File: src/mqtm_pkg.sv
// package for the multi-queue thread manager
// types and codes shared by controller, datapath and top level; no dependencies
package mqtm_pkg;
    localparam int unsigned HandleW   = 16;
    localparam int unsigned CountW    = 7;
    // fixed by the 2-bit selector and the 7-bit counts
    localparam int unsigned NumQueues = 4;
    localparam int unsigned PoolSize  = 64;

    typedef enum logic [1:0] {
        FUNC_ENQ  = 2'd0,
        FUNC_DEQ  = 2'd1,
        FUNC_PEEK = 2'd2,
        FUNC_LOOK = 2'd3
    } t_func;

    typedef enum logic [1:0] {
        RC_OK       = 2'd0,
        RC_FULL     = 2'd1,
        RC_EMPTY    = 2'd2,
        RC_NOTFOUND = 2'd3
    } t_rc;

    typedef struct packed {
        logic [1:0]         func;
        logic [1:0]         queue_sel;
        logic [HandleW-1:0] tcb_handle;
        logic [HandleW-1:0] tid;
    } t_in_word;

    typedef struct packed {
        logic [1:0]         result_code;
        logic [HandleW-1:0] out_handle;
        logic [CountW-1:0]  queue_count;
    } t_out_word;

    // controller to datapath
    typedef struct packed {
        logic load;     // capture request, select first node
        logic read;     // issue read of current node
        logic step;     // follow link to next node, issue read
        logic commit;   // apply enqueue or dequeue, build result
        logic fail;     // build not-found / refusal / empty result
    } t_cmd;

    // datapath to controller
    typedef struct packed {
        logic [1:0] func;
        logic       refuse;   // enqueue refused or selector out of range
        logic       empty;
        logic       match;    // current node matches
        logic       stop;     // null handle or walk exhausted
    } t_stat;
endpackage

File: src/mqtm_ram.sv
// generic single-port-write, one-read ram with registered read
// no dependencies
module mqtm_ram #(
    parameter int unsigned Width = 8,
    parameter int unsigned Depth = 16
) (
    input  logic                     i_clk,
    input  logic                     i_we,
    input  logic [$clog2(Depth)-1:0] i_waddr,
    input  logic [Width-1:0]         i_wdata,
    input  logic [$clog2(Depth)-1:0] i_raddr,
    output logic [Width-1:0]         o_rdata
);
    logic [Width-1:0] r_mem [Depth];
    logic [Width-1:0] r_rdata;

    always_ff @(posedge i_clk) begin
        if (i_we) r_mem[i_waddr] <= i_wdata;
        r_rdata <= r_mem[i_raddr];
    end
    assign o_rdata = r_rdata;
endmodule

File: src/mqtm_datapath.sv
// datapath: queue pointers, free list, node memories, result register
// uses mqtm_pkg and mqtm_ram
module mqtm_datapath (
    input  logic                i_clk,
    input  logic                i_rst_n,
    input  mqtm_pkg::t_in_word  i_word,
    input  logic [6:0]          i_max,
    input  mqtm_pkg::t_cmd      i_cmd,
    output mqtm_pkg::t_stat     o_stat,
    output mqtm_pkg::t_out_word o_word
);
    import mqtm_pkg::*;
    localparam int unsigned PW = $clog2(PoolSize);
    localparam int unsigned QW = $clog2(NumQueues);
    localparam int unsigned FW = $clog2(PoolSize + 1);

    logic [PW-1:0]     r_head [NumQueues];
    logic [PW-1:0]     r_tail [NumQueues];
    logic [CountW-1:0] r_cnt  [NumQueues];
    logic [PW-1:0]     r_free_head;
    logic [FW-1:0]     r_free_cnt;
    // link ram needs no clear: during reset sweep not available, so a fill
    // count marks links never written as the reset chain
    logic [FW-1:0]     r_fill;

    t_in_word          r_req;
    logic              r_qok;
    logic [PW-1:0]     r_node;
    logic [CountW-1:0] r_walk;
    t_out_word         r_out;

    logic [QW-1:0]     q;
    logic [CountW-1:0] cnt;
    logic [PW-1:0]     raddr, n_node;
    logic [HandleW-1:0] rd_h, rd_t;
    logic [PW-1:0]     rd_l_raw, rd_l;
    logic              rd_fresh;
    logic              r_rd_fresh;
    logic [PW-1:0]     r_rd_addr;

    logic              l_we;
    logic [PW-1:0]     l_waddr, l_wdata;
    logic              d_we;

    assign q   = r_req.queue_sel[QW-1:0];
    assign cnt = r_qok ? r_cnt[q] : '0;

    // read address
    always_comb begin
        n_node = r_node;
        if (i_cmd.step) n_node = rd_l;
        raddr = n_node;
    end

    mqtm_ram #(.Width(HandleW), .Depth(PoolSize)) u_h (
        .i_clk, .i_we(d_we), .i_waddr(r_free_head), .i_wdata(r_req.tcb_handle),
        .i_raddr(raddr), .o_rdata(rd_h));
    mqtm_ram #(.Width(HandleW), .Depth(PoolSize)) u_t (
        .i_clk, .i_we(d_we), .i_waddr(r_free_head), .i_wdata(r_req.tid),
        .i_raddr(raddr), .o_rdata(rd_t));
    mqtm_ram #(.Width(PW), .Depth(PoolSize)) u_l (
        .i_clk, .i_we(l_we), .i_waddr(l_waddr), .i_wdata(l_wdata),
        .i_raddr(raddr), .o_rdata(rd_l_raw));

    always_ff @(posedge i_clk) begin
        r_rd_addr  <= raddr;
        r_rd_fresh <= ({1'b0, raddr} >= r_fill) && !(l_we && l_waddr == raddr);
    end
    assign rd_fresh = r_rd_fresh;
    always_comb begin
        rd_l = rd_l_raw;
        if (rd_fresh)
            rd_l = (FW'(r_rd_addr) + FW'(1) < FW'(PoolSize)) ? PW'(r_rd_addr + 1'b1) : '0;
    end

    wire enq_ok = r_qok && !((i_max != 0) && (cnt >= i_max)) && (r_free_cnt != 0);
    wire is_enq = (r_req.func == FUNC_ENQ);
    wire is_deq = (r_req.func == FUNC_DEQ);

    // link writes for enqueue and dequeue; enqueue: free node read is at r_node = free head via load
    always_comb begin
        l_we = 1'b0; l_waddr = r_free_head; l_wdata = '0;
        d_we = i_cmd.commit && is_enq && enq_ok;
        if (i_cmd.commit && is_enq && enq_ok && cnt != 0) begin
            l_we = 1'b1; l_waddr = r_tail[q]; l_wdata = r_free_head;
        end else if (i_cmd.commit && is_deq) begin
            l_we = 1'b1; l_waddr = r_node; l_wdata = r_free_head;
        end
    end

    assign o_stat.func   = r_req.func;
    assign o_stat.refuse = !r_qok || (is_enq && !enq_ok);
    assign o_stat.empty  = (cnt == 0);
    assign o_stat.match  = (rd_h != 0) && (rd_t == r_req.tid);
    assign o_stat.stop   = (rd_h == 0) || (r_walk + 1'b1 >= cnt);

    always_ff @(posedge i_clk) begin
        if (!i_rst_n) begin
            for (int i = 0; i < NumQueues; i++) begin
                r_head[i] <= '0; r_tail[i] <= '0; r_cnt[i] <= '0;
            end
            r_free_head <= '0;
            r_free_cnt  <= FW'(PoolSize);
            r_fill      <= '0;
        end else if (i_cmd.commit) begin
            if (is_enq && enq_ok) begin
                // link of the taken node is not written now: it is set when
                // a later enqueue appends to this queue
                r_free_head <= rd_l;
                r_free_cnt  <= r_free_cnt - 1'b1;
                if (cnt == 0) r_head[q] <= r_free_head;
                r_tail[q] <= r_free_head;
                r_cnt[q]  <= cnt + 1'b1;
                if ({1'b0, r_free_head} >= r_fill) r_fill <= FW'(r_free_head) + 1'b1;
            end else if (is_deq && r_qok && cnt != 0) begin
                r_head[q]   <= (cnt == 1) ? '0 : rd_l;
                if (cnt == 1) r_tail[q] <= '0;
                r_cnt[q]    <= cnt - 1'b1;
                r_free_head <= r_node;
                r_free_cnt  <= r_free_cnt + 1'b1;
                if ({1'b0, r_node} >= r_fill) r_fill <= FW'(r_node) + 1'b1;
            end
        end
    end

    always_ff @(posedge i_clk) begin
        if (i_cmd.load) begin
            r_req  <= i_word;
            r_qok  <= (32'(i_word.queue_sel) < NumQueues);
            r_walk <= '0;
            r_node <= (i_word.func == FUNC_ENQ) ? r_free_head
                    : r_head[i_word.queue_sel[QW-1:0]];
        end else if (i_cmd.step) begin
            r_node <= n_node;
            r_walk <= r_walk + 1'b1;
        end
        if (i_cmd.commit) begin
            r_out.result_code <= RC_OK;
            r_out.out_handle  <= (is_enq) ? '0 : rd_h;
            r_out.queue_count <= is_enq ? cnt + 1'b1 : (is_deq ? cnt - 1'b1 : cnt);
        end else if (i_cmd.fail) begin
            r_out.out_handle  <= '0;
            r_out.queue_count <= cnt;
            if (!r_qok)         r_out.result_code <= is_enq ? RC_FULL : RC_EMPTY;
            else if (is_enq)    r_out.result_code <= RC_FULL;
            else if (cnt == 0)  r_out.result_code <= RC_EMPTY;
            else                r_out.result_code <= RC_NOTFOUND;
        end
    end
    assign o_word = r_out;
endmodule

File: src/mqtm_ctrl.sv
// controller: request sequencing and output handshake
// uses mqtm_pkg
module mqtm_ctrl (
    input  logic            i_clk,
    input  logic            i_rst_n,
    input  logic            i_in_valid,
    output logic            o_in_ready,
    output logic            o_out_valid,
    input  logic            i_out_ready,
    input  mqtm_pkg::t_stat i_stat,
    output mqtm_pkg::t_cmd  o_cmd
);
    import mqtm_pkg::*;
    typedef enum logic [4:0] {
        S_IDLE = 5'b00001,
        S_RD   = 5'b00010,
        S_EVAL = 5'b00100,
        S_WALK = 5'b01000,
        S_OUT  = 5'b10000
    } t_state;
    t_state r_state, n_state;

    assign o_in_ready  = (r_state == S_IDLE);
    assign o_out_valid = (r_state == S_OUT);

    always_comb begin
        n_state = r_state;
        o_cmd   = '0;
        unique case (r_state)
            S_IDLE: if (i_in_valid) begin
                o_cmd.load = 1'b1; n_state = S_RD;
            end
            S_RD: begin
                o_cmd.read = 1'b1; n_state = S_EVAL;
            end
            S_EVAL: begin
                n_state = S_OUT;
                if (i_stat.refuse || (i_stat.func != FUNC_ENQ && i_stat.empty))
                    o_cmd.fail = 1'b1;
                else if (i_stat.func != FUNC_LOOK || i_stat.match)
                    o_cmd.commit = 1'b1;
                else if (i_stat.stop)
                    o_cmd.fail = 1'b1;
                else begin
                    o_cmd.step = 1'b1; n_state = S_WALK;
                end
            end
            S_WALK: n_state = S_EVAL;   // read data lands next cycle
            S_OUT: if (i_out_ready) n_state = S_IDLE;
            default: n_state = S_IDLE;
        endcase
    end

    always_ff @(posedge i_clk) begin
        if (!i_rst_n) r_state <= S_IDLE;
        else          r_state <= n_state;
    end
endmodule

File: src/multi_queue_thread_manager.sv
// channel   dir  handshake                  payload
// in        in   i_in_valid / o_in_ready    mqtm_pkg::t_in_word
// out       out  o_out_valid / i_out_ready  mqtm_pkg::t_out_word
// cfg       in   i_cfg_valid / o_cfg_ready  max_per_queue, 7 bits
// enqueue, dequeue, peek: an accepted word passes S_RD and S_EVAL, then the result is offered in S_OUT
// lookup: each node walked beyond the head adds S_WALK and S_EVAL again, for the link ram read
// one word at a time; next word taken the cycle after the result is taken
// synchronous active-low reset, no clearing pass; output holds while stalled
// top level; uses mqtm_pkg, mqtm_ctrl, mqtm_datapath
module multi_queue_thread_manager (
    input  logic                i_clk,
    input  logic                i_rst_n,
    input  logic                i_in_valid,
    output logic                o_in_ready,
    input  mqtm_pkg::t_in_word  i_in_word,
    output logic                o_out_valid,
    input  logic                i_out_ready,
    output mqtm_pkg::t_out_word o_out_word,
    input  logic                i_cfg_valid,
    output logic                o_cfg_ready,
    input  logic [6:0]          i_cfg_data
);
    import mqtm_pkg::*;
    logic [6:0] r_max;
    t_cmd  cmd;
    t_stat stat;

    assign o_cfg_ready = 1'b1;
    always_ff @(posedge i_clk) begin
        if (!i_rst_n)         r_max <= '0;
        else if (i_cfg_valid) r_max <= i_cfg_data;
    end

    mqtm_ctrl u_ctrl (
        .i_clk, .i_rst_n, .i_in_valid, .o_in_ready, .o_out_valid, .i_out_ready,
        .i_stat(stat), .o_cmd(cmd));

    mqtm_datapath u_dp (
        .i_clk, .i_rst_n, .i_word(i_in_word), .i_max(r_max), .i_cmd(cmd),
        .o_stat(stat), .o_word(o_out_word));

    a_cmd_onehot: assert property (@(posedge i_clk) disable iff (!i_rst_n)
        $onehot0(cmd)) else $error("multiple commands");
    a_accept_idle: assert property (@(posedge i_clk) disable iff (!i_rst_n)
        (i_in_valid && o_in_ready) |=> !o_out_valid && !o_in_ready)
        else $error("accept overlap");
    a_out_hold: assert property (@(posedge i_clk) disable iff (!i_rst_n)
        (o_out_valid && !i_out_ready) |=> o_out_valid && $stable(o_out_word))
        else $error("result dropped");
endmodule

File: config.mk
export PLATFORM = sky130hd
export DESIGN_NAME = multi_queue_thread_manager
export DESIGN_NICKNAME = d
export VERILOG_FILES = /design/src/mqtm_pkg.sv /design/src/mqtm_ram.sv /design/src/mqtm_datapath.sv /design/src/mqtm_ctrl.sv /design/src/multi_queue_thread_manager.sv
export SDC_FILE = /design/constraint.sdc
export NUM_CORES = 2
export LEC_CHECK = 0
export BUFFER_PORTS_ARGS = -buffer_cell sky130_fd_sc_hd__buf_2
export CAP_MARGIN = 20
export CORE_UTILIZATION = 40
export CTS_BUF_LIST = sky130_fd_sc_hd__clkbuf_8
export DETAILED_ROUTE_END_ITERATION = 10
export PLACE_DENSITY = 0.55
export SETUP_SLACK_MARGIN = 0.2
export SLEW_MARGIN = 20
export SYNTH_ARGS = -nofsm -noshare
export SYNTH_HDL_FRONTEND = slang
export SYNTH_SLANG_ARGS = --single-unit
File: constraint.sdc
create_clock -name i_clk -period 12.3 [get_ports i_clk]
set_input_delay 1.845 -clock i_clk [delete_from_list [all_inputs] [get_ports i_clk]]
set_output_delay 1.845 -clock i_clk [all_outputs]
set_load 0.02 [all_outputs]
==> flow_metrics.env <==
export IMPL_synth_flop_cell="sky130_fd_sc_hd__edfxtp_1"
export IMPL_postRouteAntennaNets=0
export IMPL_setup_worst_path_class="reg2reg"
export IMPL_finalMaxSlewViolations=0
export IMPL_mostFrequentLayoutCell="sky130_fd_sc_hd__edfxtp_1"
export IMPL_syn_area_per_cell_um2=16.1
export IMPL_final_setup_viols=0
export IMPL_boundaryPins=76
export IMPL_drc_errors=0
export IMPL_post_dp_cell_area_um2=111000
export IMPL_drt_iter0_markers=7574
export IMPL_grt_max_degree=220
export IMPL_yosys_cell_types_count=79
export IMPL_coreArea_um2=263000
export IMPL_flow_area_growth_from_synthesis_pct=12.3
export IMPL_drt_wl_total_um=324000
export IMPL_floorplan_initialDensity_pct=40.2
export IMPL_clk_insertion_delay_late_ns=1.16
export IMPL_critical_path_buf_inv_count=3
export IMPL_first_pass_iters=5
export IMPL_postSynthCellCount=6550
export IMPL_finalWeightedCongestion=0.818
export IMPL_die_y_um=516
export IMPL_design_die_area_um2=266000
export IMPL_synth_seq_cells=2661
export IMPL_routed_via_count=63200
export IMPL_worstPathArrival_ns=9.00
export IMPL_grt_use_total_pct=23.9
export IMPL_critPathSlowestCell="sky130_fd_sc_hd__dfxtp_1"
export IMPL_clock_sinks=2661
export IMPL_worst_setup_path_end_kind="flip-flop"
export IMPL_status="completed"
export IMPL_wl_per_cell_um=30.4
export IMPL_timing_hold_violations_final=0
export IMPL_ordered_cell_list_for_the_critical_path="mux4_2, inv_1, ha_1, a21o_1, a21oi_1, o211ai_2, or4_1, or3_4, nand2_8, buf_12, buf_4, nand2_1, a32oi_1, nand3_1, a2111oi_1"
export IMPL_final_cell_mix="sky130_fd_sc_hd__edfxtp_1, sky130_fd_sc_hd__nand2_1, sky130_fd_sc_hd__clkbuf_8"
export IMPL_cts_resized=0
export IMPL_number_of_buffers_added_to_fix_hold_violations_after_cts=0
export IMPL_rsz_0062_raised_after_global_routing="no"
export IMPL_htree_levels=5
export IMPL_totalNegativeSetupSlack_ns=0
export IMPL_ir_drop_mv=0.134
export IMPL_max_stage_delay_ns=0.93
export IMPL_overflow=0
export IMPL_route_detailed_vias_per_inst=5.92
export IMPL_max_clock_path_buffers=4
export IMPL_achievable_frequency_mhz=124
export IMPL_max_cap_violations=0
export IMPL_hold_path_class="reg2reg"
export IMPL_worst_slew_margin_relative_to_its_limit_pct=17.5
export IMPL_synth_enable_flop_cells=2573
export IMPL_min_period_ns=8.08
export IMPL_synth_net_count=6642
export IMPL_grt_first_pass_wirelength_um=457000
export IMPL_timing_critical_path_required_ns=13.23
export IMPL_drive_gt1_share_pct=16.8
export IMPL_number_of_antenna_violations_at_the_first_check_in_global_routing=9
export IMPL_min_period_over_period_pct=65.7
export IMPL_final_nets=6890
export IMPL_cts_tree="done"
export IMPL_static_leakage_power_nw=39.8
export IMPL_cellPowerDensity_nw_per_um2=162
export IMPL_synthArstFlopShare_pct=0
export IMPL_standard_cell_row_count=188
export IMPL_ctsRootBufferMaster="sky130_fd_sc_hd__clkbuf_8"
export IMPL_synth_yosys_seq_area_share_pct=74.8
export IMPL_critPathMaxFanout=169
export IMPL_synth_warning_count=0
export IMPL_filler_cell_count=23000
export IMPL_chipWidth_um=516
export IMPL_dpl_hpwl_um=169000
export IMPL_cts_reportedPaths_clkPinSlew_ns=0.06
export IMPL_post_cts_repair_setup_buffers=0
export IMPL_synth_area_um2=106000
export IMPL_cts_buffers_inserted=437
export IMPL_first_global_vias=61600
export IMPL_critical_path_top_delay_family="simple AND/OR/NAND/NOR gates"
export IMPL_worst_slew_pin_transition_ns=1.24
export IMPL_clock_skew_final_ns=0.113
export IMPL_sort_of_element_at_the_start_of_the_critical_path="flip-flop"
export IMPL_postLayoutCellArea_um2=119000
export IMPL_place_port_buffers=74
area by class of cell:
| class | instances | area [um^2] | area share, % |
|---|---|---|---|
| repair buffers | 278 | 2060 | 1.73 |
| diodes | 8 | 20.0 | 0.0169 |
| flip-flops and latches | 2661 | 79000 | 66.6 |
| multi-input cells | 3367 | 25000 | 21.0 |
| clock inverters | 320 | 1610 | 1.36 |
| well taps | 3515 | 4400 | 3.71 |
| clock buffers | 464 | 6390 | 5.38 |
| inverters | 53 | 208 | 0.175 |
worst register-to-register path: cells and delay by family, from the launching register on:
| family | cells | cell delay, ns |
|---|---|---|
| and+or+nand+nor | 5 | 2.64 |
| DFF | 1 | 0.93 |
| AOI/OAI and AO/OA | 5 | 1.43 |
| buffers and inverters | 3 | 1.92 |
| muxes | 1 | 0.73 |
| adders and majority gates | 1 | 0.26 |
path summary, 6_finish.rpt:
path | from | to | slack (ns) | cells after the start
worst max-delay path | flip-flop | u_dp.u_h.o_rdata[10] | 4.22 | 15
worst min-delay path | u_dp.r_walk[1] | u_dp.r_walk[1] | 0.49 | 2
worst max register to register | flip-flop | u_dp.u_h.o_rdata[10] | 4.22 | 15
worst min register to register | u_dp.r_walk[1] | u_dp.r_walk[1] | 0.49 | 2
cell families after synthesis:
family | share of synthesized area [%]
compound gates | 8.72
xor+xnor | 0.464
fa+ha+maj | 0.528
buf+inv | 2.31
flops | 74.8
mux | 6.39
other cells | 0.00355
simple gates | 6.78
per-layer routing:
metal	track usage, %	vias to the layer above	part of all wire (%)
met3	3.66	544	7.8
li1	-	26700	-
met2	39.0	3019	48
met5	0	-	0.0031
met1	32.7	32900	41
met4	7.95	2	3.1
state kept, by name, summed over array words and instances, names as in the netlist, 16 cells and up, named ones only:
register	flops
u_dp.u_h.r_mem	1024
u_dp.u_t.r_mem	1024
u_dp.u_l.r_mem	384
u_dp.r_req	32
u_dp.r_cnt	28
u_dp.o_word	25
u_dp.r_head	24
u_dp.r_tail	24
u_dp.u_h.o_rdata	16
u_dp.u_t.o_rdata	16
synthesized netlist by cell type (33+ instances only):
cell | count | area, um^2
sky130_fd_sc_hd__dfxtp_1 | 88 | 1760
sky130_fd_sc_hd__o221ai_1 | 75 | 657
sky130_fd_sc_hd__nor2_1 | 244 | 916
sky130_fd_sc_hd__a2111oi_1 | 33 | 330
sky130_fd_sc_hd__and3_1 | 248 | 1550
sky130_fd_sc_hd__xnor2_1 | 41 | 359
sky130_fd_sc_hd__nand3_1 | 214 | 1070
sky130_fd_sc_hd__clkbuf_1 | 302 | 1130
sky130_fd_sc_hd__nor4_1 | 82 | 513
sky130_fd_sc_hd__inv_1 | 51 | 191
sky130_fd_sc_hd__ha_1 | 43 | 538
sky130_fd_sc_hd__a32oi_1 | 149 | 1310
sky130_fd_sc_hd__buf_2 | 71 | 355
sky130_fd_sc_hd__a2111oi_0 | 37 | 324
sky130_fd_sc_hd__a21oi_1 | 262 | 1310
sky130_fd_sc_hd__a211oi_1 | 300 | 2250
sky130_fd_sc_hd__edfxtp_1 | 2573 | 77300
sky130_fd_sc_hd__mux4_2 | 172 | 3870
sky130_fd_sc_hd__a31oi_1 | 50 | 313
sky130_fd_sc_hd__o21ai_0 | 190 | 951
sky130_fd_sc_hd__mux2i_1 | 273 | 2730
sky130_fd_sc_hd__a2111o_1 | 37 | 417
sky130_fd_sc_hd__a31o_2 | 72 | 631
sky130_fd_sc_hd__nand2_1 | 607 | 2280
sky130_fd_sc_hd__buf_6 | 35 | 394
through the flow:
step	util [%]	cells	hold WS (ns)	power [mW]	worst slack (ns)
after floorplan	-	6550	0.432	11.4	6.22
after global placement	42.1	9869	0.459	12.2	2.39
after detailed placement	42.1	9873	0.477	12.2	4.24
after CTS	45.2	10700	0.486	19.3	4.20
after global routing	45.2	10700	0.518	19.8	3.84
final	45.2	10700	0.486	19.2	4.22
where the power goes:
group	total, mW	internal (mW)	switching (mW)
clock	7.21	3.71	3.50
combinational	1.87	0.554	1.31
sequential	10.2	10.0	0.110
total	19.2	14.3	4.92
No activity file was read; power rests on OpenSTA's default activity.
